File: config.mk
export PLATFORM = sky130hd
export DESIGN_NAME = bmp24_stream_blitter_flat
export DESIGN_NICKNAME = d
export VERILOG_FILES = /design/src/sv/bmp24_pkg.sv /design/src/sv/bmp24_if.sv /design/src/sv/bmp24_parser.sv /design/src/sv/bmp24_rsp_fifo.sv /design/src/sv/bmp24_stream_blitter.sv /design/src/flat_wrapper.sv
export VERILOG_INCLUDE_DIRS = /design/src /design/src/sv
export SDC_FILE = /design/constraint.sdc
export NUM_CORES = 1
export LEC_CHECK = 0
export BUFFER_PORTS_ARGS = -buffer_cell sky130_fd_sc_hd__clkbuf_2
export CORE_MARGIN = 2
export CORE_UTILIZATION = 27
export DETAILED_ROUTE_END_ITERATION = 16
export PLACE_DENSITY_LB_ADDON = 0.08
export SYNTH_ARGS = -nofsm -noshare
export SYNTH_HDL_FRONTEND = slang
export SYNTH_SLANG_ARGS = --single-unit
File: constraint.sdc
create_clock -name clock -period 13.45 [get_ports clock]
set_input_delay 2.69 -clock clock [delete_from_list [all_inputs] [get_ports clock]]
set_output_delay 2.69 -clock clock [all_outputs]
set_load 0.01 [all_outputs]
File: src/sv/bmp24_stream_blitter_defines.svh
// Assertion macros for the BMP stream blitter.
// Included by files that carry concurrent checks; empty when SYNTHESIS is set.
`ifndef BMP24_STREAM_BLITTER_DEFINES_SVH
`define BMP24_STREAM_BLITTER_DEFINES_SVH
`ifndef SYNTHESIS
// prop must hold at every clock edge outside reset
`define BMP24_ASSERT(label, clk, rst, prop) \
   label: assert property (@(posedge clk) disable iff (rst) prop) \
      else $error("bmp24 assertion failed");
// expr must never be true outside reset
`define BMP24_NEVER(label, clk, rst, expr) \
   `BMP24_ASSERT(label, clk, rst, !(expr))
`else
`define BMP24_ASSERT(label, clk, rst, prop)
`define BMP24_NEVER(label, clk, rst, expr)
`endif
`endif

File: src/sv/bmp24_pkg.sv
// Shared constants, codes and types of the BMP stream blitter.
// No dependencies; used by the interfaces and all modules.
package bmp24_pkg;

   localparam int SCREEN_W = 1024;
   localparam int SCREEN_H = 768;
   localparam int MAX_DIM  = 4096;

   // stored width/height bits; values above this range only set a sticky flag
   localparam int DIM_W_RAW = $clog2(MAX_DIM + 1);
   localparam int DIM_W     = (DIM_W_RAW < 9) ? 9 : DIM_W_RAW;

   localparam int ORIGIN_W  = 12;
   localparam int COORD_W   = ((DIM_W > ORIGIN_W) ? DIM_W : ORIGIN_W) + 2;
   localparam int X_W       = 10;
   localparam int Y_W       = 10;
   localparam int COLOR_W   = 16;
   localparam int KIND_W    = 3;
   localparam int BYTE_W    = 8;
   localparam int POS_W     = 32;
   localparam int HPOS_W    = 6;

   localparam int CSR_IDX_W = 1;
   localparam logic [CSR_IDX_W-1:0] CSR_ORIGIN_X = 1'b0;
   localparam logic [CSR_IDX_W-1:0] CSR_ORIGIN_Y = 1'b1;

   // header byte positions (little endian fields)
   localparam logic [HPOS_W-1:0] OFS_SIG    = 6'd0;
   localparam logic [HPOS_W-1:0] OFS_DATA   = 6'd10;
   localparam logic [HPOS_W-1:0] OFS_WIDTH  = 6'd18;
   localparam logic [HPOS_W-1:0] OFS_HEIGHT = 6'd22;
   localparam logic [HPOS_W-1:0] OFS_BPP    = 6'd28;
   localparam logic [HPOS_W-1:0] OFS_COMP   = 6'd30;
   localparam logic [HPOS_W-1:0] HDR_LAST   = 6'd53;
   localparam logic [POS_W-1:0]  HDR_LEN    = 32'd54;

   localparam logic [15:0] BMP_SIGNATURE = 16'h4D42;
   localparam logic [15:0] BPP_24        = 16'd24;

   localparam int OUT_DEPTH = 4;
   localparam int OUT_PTR_W = $clog2(OUT_DEPTH);

   typedef enum logic [2:0] {
      PH_HEADER,
      PH_SKIP,
      PH_PIXEL,
      PH_PAD,
      PH_FINISHED
   } phase_type;

   typedef enum logic [KIND_W-1:0] {
      KIND_PIXEL,
      KIND_DONE,
      KIND_BAD_SIG,
      KIND_UNSUPPORTED,
      KIND_TRUNCATED
   } kind_type;

   typedef enum logic [1:0] {
      TRIPLE_BLUE,
      TRIPLE_GREEN,
      TRIPLE_RED
   } triple_type;

   typedef struct packed {
      kind_type           kind;
      logic [X_W-1:0]     pixel_x;
      logic [Y_W-1:0]     pixel_y;
      logic [COLOR_W-1:0] color;
      logic               run_end;
   } result_type;

   // results of one byte, in order: first, then second
   typedef struct packed {
      logic [1:0] count;
      result_type first;
      result_type second;
   } push_type;

   typedef struct packed {
      logic signed [ORIGIN_W-1:0] x;
      logic signed [ORIGIN_W-1:0] y;
   } origin_type;

endpackage

File: src/sv/bmp24_if.sv
// Handshake interfaces of the BMP stream blitter: byte input, results, csr writes.
// Depends on bmp24_pkg.
interface bmp24_req_if;
   logic                           valid;
   logic                           ready;
   logic [bmp24_pkg::BYTE_W-1:0]   data_byte;
   logic                           first_byte;
   logic                           last_byte;
   modport source (output valid, data_byte, first_byte, last_byte, input ready);
   modport sink   (input valid, data_byte, first_byte, last_byte, output ready);
endinterface

interface bmp24_rsp_if;
   logic                           valid;
   logic                           ready;
   logic [bmp24_pkg::KIND_W-1:0]   kind;
   logic [bmp24_pkg::X_W-1:0]      pixel_x;
   logic [bmp24_pkg::Y_W-1:0]      pixel_y;
   logic [bmp24_pkg::COLOR_W-1:0]  color;
   logic                           run_end;
   modport source (output valid, kind, pixel_x, pixel_y, color, run_end, input ready);
   modport sink   (input valid, kind, pixel_x, pixel_y, color, run_end, output ready);
endinterface

interface bmp24_csr_if;
   logic                             valid;
   logic                             ready;
   logic [bmp24_pkg::CSR_IDX_W-1:0]  index;
   logic [bmp24_pkg::ORIGIN_W-1:0]   data;
   modport source (output valid, index, data, input ready);
   modport sink   (input valid, index, data, output ready);
endinterface

File: src/sv/bmp24_parser.sv
// Input byte register and BMP parse state machine; emits up to two results per byte.
// Depends on bmp24_pkg and bmp24_req_if.
module bmp24_parser (
   input  logic                  clock,
   input  logic                  reset,
   bmp24_req_if.sink             req,
   input  bmp24_pkg::origin_type origin,
   input  logic                  space_ok,
   output bmp24_pkg::push_type   push
);

   localparam int DW = bmp24_pkg::DIM_W;
   localparam int CW = bmp24_pkg::COORD_W;

   // input word register
   logic                          in_valid_ff;
   logic [bmp24_pkg::BYTE_W-1:0]  in_byte_ff;
   logic                          in_first_ff;
   logic                          in_last_ff;
   logic                          advance;

   // parse state
   bmp24_pkg::phase_type          phase_ff, phase_in, cur_phase;
   logic [bmp24_pkg::POS_W-1:0]   pos_ff, pos_in, cur_pos;
   logic [15:0]                   sig_ff, sig_in, cur_sig;
   logic [bmp24_pkg::POS_W-1:0]   offset_ff, offset_in, cur_offset;
   logic [DW-1:0]                 width_ff, width_in, cur_width;
   logic                          width_big_ff, width_big_in, cur_width_big;
   logic [DW-1:0]                 height_ff, height_in, cur_height;
   logic                          height_big_ff, height_big_in, cur_height_big;
   logic [15:0]                   bpp_ff, bpp_in, cur_bpp;
   logic                          comp_nz_ff, comp_nz_in, cur_comp_nz;
   logic [DW-1:0]                 row_ff, row_in, cur_row;
   logic [DW-1:0]                 col_ff, col_in, cur_col;
   bmp24_pkg::triple_type         triple_ff, triple_in, cur_triple;
   logic [1:0]                    pad_ff, pad_in, cur_pad;
   logic [15:0]                   held_ff, held_in, cur_held;

   logic [bmp24_pkg::HPOS_W-1:0]  hpos;
   logic [DW:0]                   col_next;
   logic [DW:0]                   row_next;
   logic [DW-1:0]                 flip_row;
   logic signed [CW-1:0]          sx, sy;
   logic                          visible;
   logic [bmp24_pkg::COLOR_W-1:0] color;
   logic                          pix_valid;
   logic                          ev_valid;
   bmp24_pkg::kind_type           ev_kind;
   bmp24_pkg::result_type         pix_res, ev_res;

   assign advance   = in_valid_ff && space_ok;
   assign req.ready = !in_valid_ff || space_ok;

   always_ff @(posedge clock) begin
      if (reset) begin
         in_valid_ff <= 1'b0;
      end else if (req.ready) begin
         in_valid_ff <= req.valid;
      end
      if (req.ready && req.valid) begin
         in_byte_ff  <= req.data_byte;
         in_first_ff <= req.first_byte;
         in_last_ff  <= req.last_byte;
      end
   end

   // a first word restarts the parse from cleared state
   always_comb begin
      if (in_first_ff) begin
         cur_phase      = bmp24_pkg::PH_HEADER;
         cur_pos        = '0;
         cur_sig        = '0;
         cur_offset     = '0;
         cur_width      = '0;
         cur_width_big  = 1'b0;
         cur_height     = '0;
         cur_height_big = 1'b0;
         cur_bpp        = '0;
         cur_comp_nz    = 1'b0;
         cur_row        = '0;
         cur_col        = '0;
         cur_triple     = bmp24_pkg::TRIPLE_BLUE;
         cur_pad        = '0;
         cur_held       = '0;
      end else begin
         cur_phase      = phase_ff;
         cur_pos        = pos_ff;
         cur_sig        = sig_ff;
         cur_offset     = offset_ff;
         cur_width      = width_ff;
         cur_width_big  = width_big_ff;
         cur_height     = height_ff;
         cur_height_big = height_big_ff;
         cur_bpp        = bpp_ff;
         cur_comp_nz    = comp_nz_ff;
         cur_row        = row_ff;
         cur_col        = col_ff;
         cur_triple     = triple_ff;
         cur_pad        = pad_ff;
         cur_held       = held_ff;
      end
   end

   assign hpos     = cur_pos[bmp24_pkg::HPOS_W-1:0];
   assign col_next = {1'b0, cur_col} + {{DW{1'b0}}, 1'b1};
   assign row_next = {1'b0, cur_row} + {{DW{1'b0}}, 1'b1};
   assign flip_row = cur_height - cur_row - {{(DW-1){1'b0}}, 1'b1};
   assign sx = $signed({{(CW-bmp24_pkg::ORIGIN_W){origin.x[bmp24_pkg::ORIGIN_W-1]}}, origin.x})
             + $signed({{(CW-DW){1'b0}}, cur_col});
   assign sy = $signed({{(CW-bmp24_pkg::ORIGIN_W){origin.y[bmp24_pkg::ORIGIN_W-1]}}, origin.y})
             + $signed({{(CW-DW){1'b0}}, flip_row});
   assign visible = !sx[CW-1] && !sy[CW-1]
                 && (sx < $signed(CW'(bmp24_pkg::SCREEN_W)))
                 && (sy < $signed(CW'(bmp24_pkg::SCREEN_H)));
   assign color = {in_byte_ff[7:3], cur_held[15:10], cur_held[7:3]};

   always_comb begin
      phase_in      = cur_phase;
      pos_in        = cur_pos;
      sig_in        = cur_sig;
      offset_in     = cur_offset;
      width_in      = cur_width;
      width_big_in  = cur_width_big;
      height_in     = cur_height;
      height_big_in = cur_height_big;
      bpp_in        = cur_bpp;
      comp_nz_in    = cur_comp_nz;
      row_in        = cur_row;
      col_in        = cur_col;
      triple_in     = cur_triple;
      pad_in        = cur_pad;
      held_in       = cur_held;
      pix_valid     = 1'b0;
      ev_valid      = 1'b0;
      ev_kind       = bmp24_pkg::KIND_DONE;

      unique case (cur_phase)
         bmp24_pkg::PH_HEADER: begin
            pos_in = cur_pos + 32'd1;
            case (hpos)
               bmp24_pkg::OFS_SIG:             sig_in[7:0]     = in_byte_ff;
               bmp24_pkg::OFS_SIG + 6'd1:      sig_in[15:8]    = in_byte_ff;
               bmp24_pkg::OFS_DATA:            offset_in[7:0]  = in_byte_ff;
               bmp24_pkg::OFS_DATA + 6'd1:     offset_in[15:8] = in_byte_ff;
               bmp24_pkg::OFS_DATA + 6'd2:     offset_in[23:16] = in_byte_ff;
               bmp24_pkg::OFS_DATA + 6'd3:     offset_in[31:24] = in_byte_ff;
               bmp24_pkg::OFS_WIDTH:           width_in[7:0]   = in_byte_ff;
               bmp24_pkg::OFS_WIDTH + 6'd1: begin
                  width_in[DW-1:8] = in_byte_ff[DW-9:0];
                  width_big_in     = |in_byte_ff[7:DW-8];
               end
               bmp24_pkg::OFS_WIDTH + 6'd2,
               bmp24_pkg::OFS_WIDTH + 6'd3:    width_big_in = cur_width_big | (|in_byte_ff);
               bmp24_pkg::OFS_HEIGHT:          height_in[7:0] = in_byte_ff;
               bmp24_pkg::OFS_HEIGHT + 6'd1: begin
                  height_in[DW-1:8] = in_byte_ff[DW-9:0];
                  height_big_in     = |in_byte_ff[7:DW-8];
               end
               bmp24_pkg::OFS_HEIGHT + 6'd2,
               bmp24_pkg::OFS_HEIGHT + 6'd3:   height_big_in = cur_height_big | (|in_byte_ff);
               bmp24_pkg::OFS_BPP:             bpp_in[7:0]  = in_byte_ff;
               bmp24_pkg::OFS_BPP + 6'd1:      bpp_in[15:8] = in_byte_ff;
               bmp24_pkg::OFS_COMP,
               bmp24_pkg::OFS_COMP + 6'd1,
               bmp24_pkg::OFS_COMP + 6'd2,
               bmp24_pkg::OFS_COMP + 6'd3:     comp_nz_in = cur_comp_nz | (|in_byte_ff);
               default: ;
            endcase
            if (hpos == bmp24_pkg::HDR_LAST) begin
               priority if (cur_sig != bmp24_pkg::BMP_SIGNATURE) begin
                  ev_valid = 1'b1;
                  ev_kind  = bmp24_pkg::KIND_BAD_SIG;
                  phase_in = bmp24_pkg::PH_FINISHED;
               end else if (cur_bpp != bmp24_pkg::BPP_24 || cur_comp_nz
                            || cur_width_big || cur_height_big
                            || cur_width > DW'(bmp24_pkg::MAX_DIM)
                            || cur_height > DW'(bmp24_pkg::MAX_DIM)) begin
                  ev_valid = 1'b1;
                  ev_kind  = bmp24_pkg::KIND_UNSUPPORTED;
                  phase_in = bmp24_pkg::PH_FINISHED;
               end else if (cur_width == '0 || cur_height == '0) begin
                  ev_valid = 1'b1;
                  ev_kind  = bmp24_pkg::KIND_DONE;
                  phase_in = bmp24_pkg::PH_FINISHED;
               end else begin
                  phase_in = (cur_offset <= bmp24_pkg::HDR_LEN) ? bmp24_pkg::PH_PIXEL
                                                               : bmp24_pkg::PH_SKIP;
               end
            end
         end
         bmp24_pkg::PH_SKIP: begin
            // position saturates on very long files
            if (cur_pos != '1) begin
               pos_in = cur_pos + 32'd1;
            end
            if (pos_in >= cur_offset) begin
               phase_in = bmp24_pkg::PH_PIXEL;
            end
         end
         bmp24_pkg::PH_PIXEL: begin
            unique case (cur_triple)
               bmp24_pkg::TRIPLE_BLUE: begin
                  held_in[7:0] = in_byte_ff;
                  triple_in    = bmp24_pkg::TRIPLE_GREEN;
               end
               bmp24_pkg::TRIPLE_GREEN: begin
                  held_in[15:8] = in_byte_ff;
                  triple_in     = bmp24_pkg::TRIPLE_RED;
               end
               default: begin
                  pix_valid = visible;
                  triple_in = bmp24_pkg::TRIPLE_BLUE;
                  held_in   = '0;
                  col_in    = col_next[DW-1:0];
                  if (col_next >= {1'b0, cur_width}) begin
                     if (row_next >= {1'b0, cur_height}) begin
                        ev_valid = 1'b1;
                        ev_kind  = bmp24_pkg::KIND_DONE;
                        phase_in = bmp24_pkg::PH_FINISHED;
                     end else if (cur_width[1:0] != 2'd0) begin
                        pad_in   = cur_width[1:0];
                        phase_in = bmp24_pkg::PH_PAD;
                     end else begin
                        row_in = row_next[DW-1:0];
                        col_in = '0;
                     end
                  end
               end
            endcase
         end
         bmp24_pkg::PH_PAD: begin
            pad_in = cur_pad - 2'd1;
            if (pad_in == 2'd0) begin
               row_in   = row_next[DW-1:0];
               col_in   = '0;
               phase_in = bmp24_pkg::PH_PIXEL;
            end
         end
         default: ;
      endcase

      if (in_last_ff && phase_in != bmp24_pkg::PH_FINISHED) begin
         ev_valid = 1'b1;
         ev_kind  = bmp24_pkg::KIND_TRUNCATED;
         phase_in = bmp24_pkg::PH_FINISHED;
      end
   end

   always_ff @(posedge clock) begin
      if (reset) begin
         phase_ff      <= bmp24_pkg::PH_HEADER;
         pos_ff        <= '0;
         sig_ff        <= '0;
         offset_ff     <= '0;
         width_ff      <= '0;
         width_big_ff  <= 1'b0;
         height_ff     <= '0;
         height_big_ff <= 1'b0;
         bpp_ff        <= '0;
         comp_nz_ff    <= 1'b0;
         row_ff        <= '0;
         col_ff        <= '0;
         triple_ff     <= bmp24_pkg::TRIPLE_BLUE;
         pad_ff        <= '0;
         held_ff       <= '0;
      end else if (advance) begin
         phase_ff      <= phase_in;
         pos_ff        <= pos_in;
         sig_ff        <= sig_in;
         offset_ff     <= offset_in;
         width_ff      <= width_in;
         width_big_ff  <= width_big_in;
         height_ff     <= height_in;
         height_big_ff <= height_big_in;
         bpp_ff        <= bpp_in;
         comp_nz_ff    <= comp_nz_in;
         row_ff        <= row_in;
         col_ff        <= col_in;
         triple_ff     <= triple_in;
         pad_ff        <= pad_in;
         held_ff       <= held_in;
      end
   end

   // pack results; the pixel write always comes before the end event
   always_comb begin
      pix_res.kind    = bmp24_pkg::KIND_PIXEL;
      pix_res.pixel_x = sx[bmp24_pkg::X_W-1:0];
      pix_res.pixel_y = sy[bmp24_pkg::Y_W-1:0];
      pix_res.color   = color;
      pix_res.run_end = !ev_valid;
      ev_res.kind     = ev_kind;
      ev_res.pixel_x  = '0;
      ev_res.pixel_y  = '0;
      ev_res.color    = '0;
      ev_res.run_end  = 1'b1;
      push.count  = advance ? ({1'b0, pix_valid} + {1'b0, ev_valid}) : 2'd0;
      push.first  = pix_valid ? pix_res : ev_res;
      push.second = ev_res;
   end

endmodule

File: src/sv/bmp24_rsp_fifo.sv
// Result queue: takes up to two words per cycle, hands out one per cycle.
// Depends on bmp24_pkg and bmp24_rsp_if.
module bmp24_rsp_fifo (
   input  logic                clock,
   input  logic                reset,
   input  bmp24_pkg::push_type push,
   output logic                space_ok,
   bmp24_rsp_if.source         rsp
);

   localparam int PW = bmp24_pkg::OUT_PTR_W;

   bmp24_pkg::result_type mem_ff [bmp24_pkg::OUT_DEPTH];
   logic [PW-1:0]         wr_ptr_ff, wr_ptr_in;
   logic [PW-1:0]         rd_ptr_ff, rd_ptr_in;
   logic [PW:0]           count_ff, count_in;
   logic [PW-1:0]         wr_ptr_up;
   logic                  pop;
   bmp24_pkg::result_type head;

   assign pop       = rsp.valid && rsp.ready;
   assign space_ok  = count_ff <= (PW+1)'(bmp24_pkg::OUT_DEPTH - 2);
   assign wr_ptr_up = wr_ptr_ff + {{(PW-1){1'b0}}, 1'b1};
   assign wr_ptr_in = wr_ptr_ff + PW'(push.count);
   assign rd_ptr_in = rd_ptr_ff + {{(PW-1){1'b0}}, pop};
   assign count_in  = count_ff + (PW+1)'(push.count) - {{PW{1'b0}}, pop};

   always_ff @(posedge clock) begin
      if (reset) begin
         wr_ptr_ff <= '0;
         rd_ptr_ff <= '0;
         count_ff  <= '0;
      end else begin
         wr_ptr_ff <= wr_ptr_in;
         rd_ptr_ff <= rd_ptr_in;
         count_ff  <= count_in;
      end
      if (push.count != 2'd0) begin
         mem_ff[wr_ptr_ff] <= push.first;
      end
      if (push.count == 2'd2) begin
         mem_ff[wr_ptr_up] <= push.second;
      end
   end

   assign head        = mem_ff[rd_ptr_ff];
   assign rsp.valid   = count_ff != '0;
   assign rsp.kind    = head.kind;
   assign rsp.pixel_x = head.pixel_x;
   assign rsp.pixel_y = head.pixel_y;
   assign rsp.color   = head.color;
   assign rsp.run_end = head.run_end;

endmodule

File: src/sv/bmp24_stream_blitter.sv
// BMP 24-bit stream blitter: one file byte per word in, pixel writes and status out.
// Throughput one byte per cycle while the queue has room. A byte taken into the input
// register is parsed there and queued once the queue has room; its results are then
// valid, at most two per byte, drained one per cycle from a four-word queue on ready.
// The input register stalls only while that queue holds more than two words.
// Synchronous active-high reset clears the parse state, the queue and both origins.
`include "bmp24_stream_blitter_defines.svh"
module bmp24_stream_blitter (
   input  logic        clock,
   input  logic        reset,
   bmp24_req_if.sink   req_chan,
   bmp24_rsp_if.source rsp_chan,
   bmp24_csr_if.sink   csr_chan
);

   bmp24_pkg::origin_type origin_ff;
   bmp24_pkg::push_type   push;
   logic                  space_ok;

   assign csr_chan.ready = 1'b1;

   always_ff @(posedge clock) begin
      if (reset) begin
         origin_ff <= '0;
      end else if (csr_chan.valid) begin
         unique case (csr_chan.index)
            bmp24_pkg::CSR_ORIGIN_X: origin_ff.x <= $signed(csr_chan.data);
            bmp24_pkg::CSR_ORIGIN_Y: origin_ff.y <= $signed(csr_chan.data);
         endcase
      end
   end

   bmp24_parser u_parser (
      .clock    (clock),
      .reset    (reset),
      .req      (req_chan),
      .origin   (origin_ff),
      .space_ok (space_ok),
      .push     (push)
   );

   bmp24_rsp_fifo u_rsp_fifo (
      .clock    (clock),
      .reset    (reset),
      .push     (push),
      .space_ok (space_ok),
      .rsp      (rsp_chan)
   );

   `BMP24_ASSERT(a_push_has_room, clock, reset, (push.count != 2'd0 |-> space_ok))
   `BMP24_ASSERT(a_pair_order, clock, reset,
      (push.count == 2'd2 |-> push.second.run_end && !push.first.run_end
                              && push.first.kind == bmp24_pkg::KIND_PIXEL))
   `BMP24_NEVER(a_status_fields_zero, clock, reset,
      rsp_chan.valid && rsp_chan.kind != bmp24_pkg::KIND_PIXEL
      && (rsp_chan.pixel_x != '0 || rsp_chan.pixel_y != '0 || rsp_chan.color != '0))
   `BMP24_NEVER(a_pixel_on_screen, clock, reset,
      rsp_chan.valid && rsp_chan.kind == bmp24_pkg::KIND_PIXEL
      && rsp_chan.pixel_y >= bmp24_pkg::Y_W'(bmp24_pkg::SCREEN_H))

endmodule
File: src/flat_wrapper.sv
// flat-port wrapper written by rule: the top's interface ports become plain ports
module bmp24_stream_blitter_flat 
  (clock, reset, req_chan_valid, req_chan_data_byte, req_chan_first_byte, req_chan_last_byte, req_chan_ready, rsp_chan_valid, rsp_chan_kind, rsp_chan_pixel_x, rsp_chan_pixel_y, rsp_chan_color, rsp_chan_run_end, rsp_chan_ready, csr_chan_valid, csr_chan_index, csr_chan_data, csr_chan_ready);
  bmp24_req_if req_chan_i ();
  bmp24_rsp_if rsp_chan_i ();
  bmp24_csr_if csr_chan_i ();
  input  logic clock;
  input  logic reset;
  input wire logic [$bits(req_chan_i.valid)-1:0] req_chan_valid;
  input wire logic [$bits(req_chan_i.data_byte)-1:0] req_chan_data_byte;
  input wire logic [$bits(req_chan_i.first_byte)-1:0] req_chan_first_byte;
  input wire logic [$bits(req_chan_i.last_byte)-1:0] req_chan_last_byte;
  output wire logic [$bits(req_chan_i.ready)-1:0] req_chan_ready;
  output wire logic [$bits(rsp_chan_i.valid)-1:0] rsp_chan_valid;
  output wire logic [$bits(rsp_chan_i.kind)-1:0] rsp_chan_kind;
  output wire logic [$bits(rsp_chan_i.pixel_x)-1:0] rsp_chan_pixel_x;
  output wire logic [$bits(rsp_chan_i.pixel_y)-1:0] rsp_chan_pixel_y;
  output wire logic [$bits(rsp_chan_i.color)-1:0] rsp_chan_color;
  output wire logic [$bits(rsp_chan_i.run_end)-1:0] rsp_chan_run_end;
  input wire logic [$bits(rsp_chan_i.ready)-1:0] rsp_chan_ready;
  input wire logic [$bits(csr_chan_i.valid)-1:0] csr_chan_valid;
  input wire logic [$bits(csr_chan_i.index)-1:0] csr_chan_index;
  input wire logic [$bits(csr_chan_i.data)-1:0] csr_chan_data;
  output wire logic [$bits(csr_chan_i.ready)-1:0] csr_chan_ready;
  assign req_chan_i.valid = req_chan_valid;
  assign req_chan_i.data_byte = req_chan_data_byte;
  assign req_chan_i.first_byte = req_chan_first_byte;
  assign req_chan_i.last_byte = req_chan_last_byte;
  assign req_chan_ready = req_chan_i.ready;
  assign rsp_chan_valid = rsp_chan_i.valid;
  assign rsp_chan_kind = rsp_chan_i.kind;
  assign rsp_chan_pixel_x = rsp_chan_i.pixel_x;
  assign rsp_chan_pixel_y = rsp_chan_i.pixel_y;
  assign rsp_chan_color = rsp_chan_i.color;
  assign rsp_chan_run_end = rsp_chan_i.run_end;
  assign rsp_chan_i.ready = rsp_chan_ready;
  assign csr_chan_i.valid = csr_chan_valid;
  assign csr_chan_i.index = csr_chan_index;
  assign csr_chan_i.data = csr_chan_data;
  assign csr_chan_ready = csr_chan_i.ready;
  bmp24_stream_blitter u_core (.clock(clock), .reset(reset), .req_chan(req_chan_i), .rsp_chan(rsp_chan_i), .csr_chan(csr_chan_i));
endmodule
-- Word-level counts from Yosys, hierarchy flattened
Memory sizes are Yosys's and may differ from the RTL's. A register that Yosys moved wholly into a read port is not among the register bits.
Cells that the tools add are included.
- word-level logic and storage cells: 215
- RAM bits: 160
- input bits: 28
- memories kept: 1
- output and inout bits: 43
- register bits: 216
- memory list (name ; depth ; bits a word ; read ports ; clocked after Yosys merged registers in ; wr ports ; line ; text):
    u_core.u_rsp_fifo.mem_ff ; 4 ; 40 ; 1 ; 1 ; 2 ; bmp24_rsp_fifo.sv:13 ; bmp24_pkg::result_type mem_ff [bmp24_pkg::OUT_DEPTH];
- $add $sub $neg: 14
- reductions and logical operators: 35
- equal/unequal tests: 29
- magnitude comparators: 9
- bitwise operators: 4
- muxes and demuxes: 99
- operator list (operator ; number):
    $mux W13 ; 16
    $mux W32 ; 5
    $mux W16 ; 6
    $mux W8 ; 10
    $eq A6 B5 Y1 const B ; 12
    $pmux W32 S2 ; 1
    $pmux W13 S2 ; 2
    $mux W40 ; 1
    $mux W3 ; 13
    $add A32 B1 Y32 const B ; 1
    $ge A32 B32 Y1 ; 1
    $le A32 B6 Y1 const B ; 1
    $ne A32 B32 Y1 const B ; 1
    $pmux W8 S2 ; 2
    $add A12 B14 Y15 ; 2
    $add A13 B1 Y14 const B ; 2
    $ge A14 B13 Y1 ; 2
    $mux W2 ; 14
    $gt A13 B13 Y1 const B ; 2
    $logic_not A13 Y1 ; 2
    $eq A6 B4 Y1 const B ; 4
    $mux W1 ; 21
    $eq A6 B6 Y1 const B ; 3
    $ne A16 B15 Y1 const B ; 1
    38 further kinds ; 65

-- Longest topological paths before layout
- depth after elaboration: 19
- gate-level depth with buffers: 38
- gate-level depth less buffers: 29

-- Modules after synthesis
From an unflattened synthesis, not the netlist that was laid out.
- cells, all modules: 2351
- area total of the unflattened synthesis: 23067.1 µm²
- by module, submodules not included (module ; area each (µm²) ; instances ; seq. area each (µm²) ; cells each):
    bmp24_parser ; 13843.3 ; 1 ; 3703.6 ; 1820
    bmp24_rsp_fifo ; 8181.6 ; 1 ; 4944.7 ; 436
    bmp24_stream_blitter ; 1042.2 ; 1 ; 480.5 ; 95

-- Worst setup path after synthesis
Ideal clock, no wire load.
- path kind: register to register
- from: register u_core.u_parser.in_first_ff
- to: memory u_core.u_rsp_fifo.mem_ff[1][37] (netlist bit), data pin
- period minus slack after synthesis: 7477 ps
- stages on the path, launching flop included: 35
- library setup time: 265 ps
- data arrival time: 7211 ps
- setup slack: 5973 ps
- cell sequence: edfxtp_1 buf_2 buf_1 clkbuf_1 buf_2 buf_2 buf_1 nor2b_1 ha_1 buf_2 nand3b_1 or3_1 or4_1 clkbuf_1 or4_1 xor2_1 o21ai_0 ha_1 o21ai_0 o21ai_0 a211oi_1 o211ai_1 nor3_1 a21oi_1 o31ai_1 nand2_1 ha_1 clkbuf_1 mux2_2 nand2_1 or2_2 clkbuf_1 inv_1 nand2_1 a211oi_1
- RTL lines (item ; line ; text):
    start, declared ; bmp24_parser.sv:18 ; logic in_first_ff;
    start signal, assigned ; bmp24_parser.sv:62 ; in_first_ff <= req.first_byte;
    end, declared ; bmp24_rsp_fifo.sv:13 ;

==> reports/metrics.csv <==
metric;value;unit
Post-Syn Area per Cell;8.045;µm²
Iter 0 DRT Violations;1156;
Post-synth ARST share;0;%
Final nets;2699;
EDFF count, synth;22;
core footprint;76080;µm²
global-route wire length before repair;114.2;mm
ant diodes;0;
VDD IR max;115.5;µV
Fin Setup TNS;0;ps
Switching Share;29.86;%
R2R cell count;24;
Die W;281.6;µm
antenna violations before repair;0;
final slew viol count;0;
Slew @ Worst Pin;1181;ps
kind of end point of the critical path;flip-flop;
Sink Count;371;
Hold Crit Depth;2;
total power;2.980;mW
Detail Placement HPWL;50.41;mm
Hold WS;448.9;ps
Post CTS Setup Buffer Count;0;
area of the multi-input gates;12260;µm²
area grow syn2layout;13.71;%
CTS root buf;clkbuf_16;
clock power share;45.0;%
ratio of cells with drive above 1 in the final layout;9.266;%
Finished Layout Cells;3620;
final hold violations;0;
YS warnings;0;
vias after detailed routing;18860;
slew margin rel.;20.99;%
power per cell area;125.9;nW/µm²
GR met1 Demand/Resource;24.89;%
number of synthesized register bits;371;
max cap viols;0;
origin of the worst setup path;u_core.u_parser.in_first_ff;
clk_lat worst skew;630;ps
FP Rows;101;
register area;7650;µm²
Num CTS Buffers;49;
crit path time final;8571;ps
design area;23670;µm²
hold buffers post-CTS;0;
DRC Markers;0;
Required @ worst endpoint;13800;ps
DR WL/cell;20.60;µm
outcome;finished, final reports clean;
synthesized area;20810;µm²
syn nets;2731;
RSZ-0062 raised after global routing;false;
largest net degree at the start of global routing;124;
clock slew at reported path FFs;60;ps
vias per cell;5.211;
deepest clock path buffer count;3;
top cells by area, synth;dfxtp_1 (34%), nand2_1 (7.5%), ha_1 (6.7%);
die area;79320;µm²
Critical Path Source Type;flip-flop;
Placed Cells incl. Taps;3534;
GPL Wtd Cong;0.8508;
Starting Density;27.36;%
Cell variety after synth;75;
net switching power;0.8899;mW
DRT Pass-1 Iters;5;
worst setup path category;flip-flop to flip-flop;
clock tree from TritonCTS;built;
Lkg Pwr;8.515;nW
H-tree depth;2;
antenna viol nets, final;0;
gr busiest metal;met2;
Mapped Cells;2587;
top cell type's share of synthesized area;33.57;%
HP Class;flip-flop to flip-flop;
Post-Route WL;74.56;mm
vias in the first global route;18540;
Final Worst Setup Slack;4879;ps
CP max FO;39;
ys flop type;dfxtp_1;
IO buf count;69;
Worst Skew;46.81;ps
Comb pwr share;15.7;%
final setup vio count;0;
Max Fclk;116.7;MHz
met2 Use GR;31.82;%
post-route clock period utilization;63.73;%
Layout fillers;8185;
Congestion Overflow GR;0;
sequential-to-total area share from yosys stat;36.74;%
cell taking the most area after synthesis;dfxtp_1;
Reg power frac;39.3;%
worst path arrival time;8920;ps
reg-to-reg critical path startpoint;u_core.u_parser.in_first_ff;
met3 usage;1.922;%
Final Util;31.11;%
I/O pin count;71;
total track usage;18.60;%
PostCTS Resize Cnt;0;
dpl ws;4765;ps
Cell Area, Placed;21990;µm²
Internal Power;2.091;mW
Hold Path Origin;u_core.u_rsp_fifo.mem_ff[3][35];
DIE HEIGHT;281.6;µm
==> per-layer routing <==
layer  up-vias  part of all wire [%]  wire length [µm]
met4         0                   2.1              1564
met1      9186                    46             34610
met3        92                   3.3              2464
met5         -                     0                 0
met2       373                    48             35920
li1       9212                     -                 -
==> synthesized netlist by cell type, types with 6 or more instances <==
| cell type | n |
|---|---|
| a311oi_1 | 8 |
| o211ai_1 | 15 |
| nand2_1 | 418 |
| and3_1 | 30 |
| buf_2 | 10 |
| mux4_2 | 40 |
| a221oi_1 | 7 |
| clkbuf_1 | 147 |
| o22ai_1 | 10 |
| o21ai_0 | 250 |
| nand3_1 | 121 |
| o21a_1 | 8 |
| a211oi_1 | 30 |
| dfxtp_1 | 349 |
| nand4_1 | 22 |
| a21o_1 | 20 |
| a22oi_1 | 105 |
| a21oi_1 | 118 |
| or3_1 | 7 |
| xor2_1 | 29 |
| ha_1 | 112 |
| or2_2 | 7 |
| o31ai_1 | 29 |
| nor3_1 | 55 |
| buf_1 | 21 |
| and2_1 | 13 |
| nand2b_1 | 19 |
| xnor2_1 | 53 |
| inv_1 | 60 |
| a32oi_1 | 11 |
| nor2b_1 | 65 |
| a22o_1 | 10 |
| a31oi_1 | 26 |
| edfxtp_1 | 22 |
| nor2_1 | 228 |
| nor4_1 | 25 |
| a21boi_0 | 6 |
==> kinds of logic after synthesis <==
| kind of cell | after synthesis | share of synthesized area [%] |
|---|---|---|
| simple gates | 1033 | 22.51 |
| buf+inv | 242 | 4.485 |
| xor+xnor | 82 | 3.451 |
| fa+ha+maj | 116 | 7.118 |
| compound gates | 696 | 21.05 |
| flops | 371 | 36.74 |
| other cells | 1 | 0.01802 |
| mux | 46 | 4.629 |
==> layout make-up <==
class | count | share of cell area [%]
inverters | 61 | 0.9675
repair buffers | 98 | 2.406
flip-flops and latches | 371 | 32.32
well taps | 1030 | 5.445
clock buffers | 77 | 6.344
multi-input cells | 1974 | 51.79
clock inverters | 9 | 0.7190
==> power by group through the flow <==
stage          Sequential (mW)  Combinational, mW  Clock (mW)
2_1_floorplan             1.18              0.316           0
3_3_place_gp              1.20              0.472           0
3_5_place_dp              1.20              0.475           0
4_1_cts                   1.17              0.477        1.39
5_1_grt                   1.18              0.517        1.43
6_report                  1.17              0.468        1.34
==> placed cells by master, fill, tap and decap left out, drive strengths merged, types with 8 or more instances in the layout <==
cell type,synthesis,routed
nand2,418,418
dfxtp,349,349
o21ai,256,256
nor2,228,228
clkbuf,148,145
nand3,121,121
a21oi,119,119
ha,112,112
a22oi,105,105
nor2b,65,65
inv,60,60
nor3,55,55
xnor2,53,53
mux4,40,40
and3,30,30
a211oi,30,30
buf,33,30
xor2,29,29
o31ai,29,29
a31oi,26,26
nor4,25,25
nand4,23,23
edfxtp,22,22
a21o,20,20
nand2b,19,19
o211ai,15,15
and2,13,13
a32oi,11,11
o22ai,10,10
a22o,10,10
o21a,8,8
a311oi,8,8
clkinv,1,8
==> path summary, 6_finish.rpt <==
kind / to / slack, ps
setup / recovery: u_core.u_rsp_fifo.mem_ff[1][37] / 4880
hold / removal: u_core.u_rsp_fifo.mem_ff[3][35] / 450
setup reg to reg: u_core.u_rsp_fifo.mem_ff[1][37] / 4880
hold reg to reg: u_core.u_rsp_fifo.mem_ff[3][35] / 450
==> registers in the layout (all words and copies together) (netlist names), 11 cells and up <==
| name | count |
|---|---|
| u_core.u_parser.sig_ff | 16 |
| u_core.u_parser.pos_ff | 32 |
| u_core.u_rsp_fifo.mem_ff | 160 |
| u_core.u_parser.height_ff | 13 |
| u_core.u_parser.offset_ff | 32 |
| u_core.u_parser.col_ff | 13 |
| u_core.origin_ff | 24 |
| u_core.u_parser.row_ff | 13 |
| u_core.u_parser.held_ff | 11 |
| u_core.u_parser.width_ff | 13 |
| u_core.u_parser.bpp_ff | 16 |
==> worst max-delay path: stages (launching register included) <==
cell	delay (ps)
edfxtp_1	680
nor2b_1	500
ha_1	480
nand3b_1	230
nor3_1	410
and4_1	420
and3_1	290
nand4_1	520
nand2_1	370
ha_1	270
nand4_1	110
o22ai_1	90
o41ai_1	370
o211ai_1	270
nor3_1	270
a21oi_1	130
o31ai_1	560
nand2_1	210
ha_1	440
mux2_2	380
nand2_1	60
or2_2	760
inv_1	270
nand2_1	140
a211oi_1	50
Note: power is estimated with default switching activity, not from simulation.
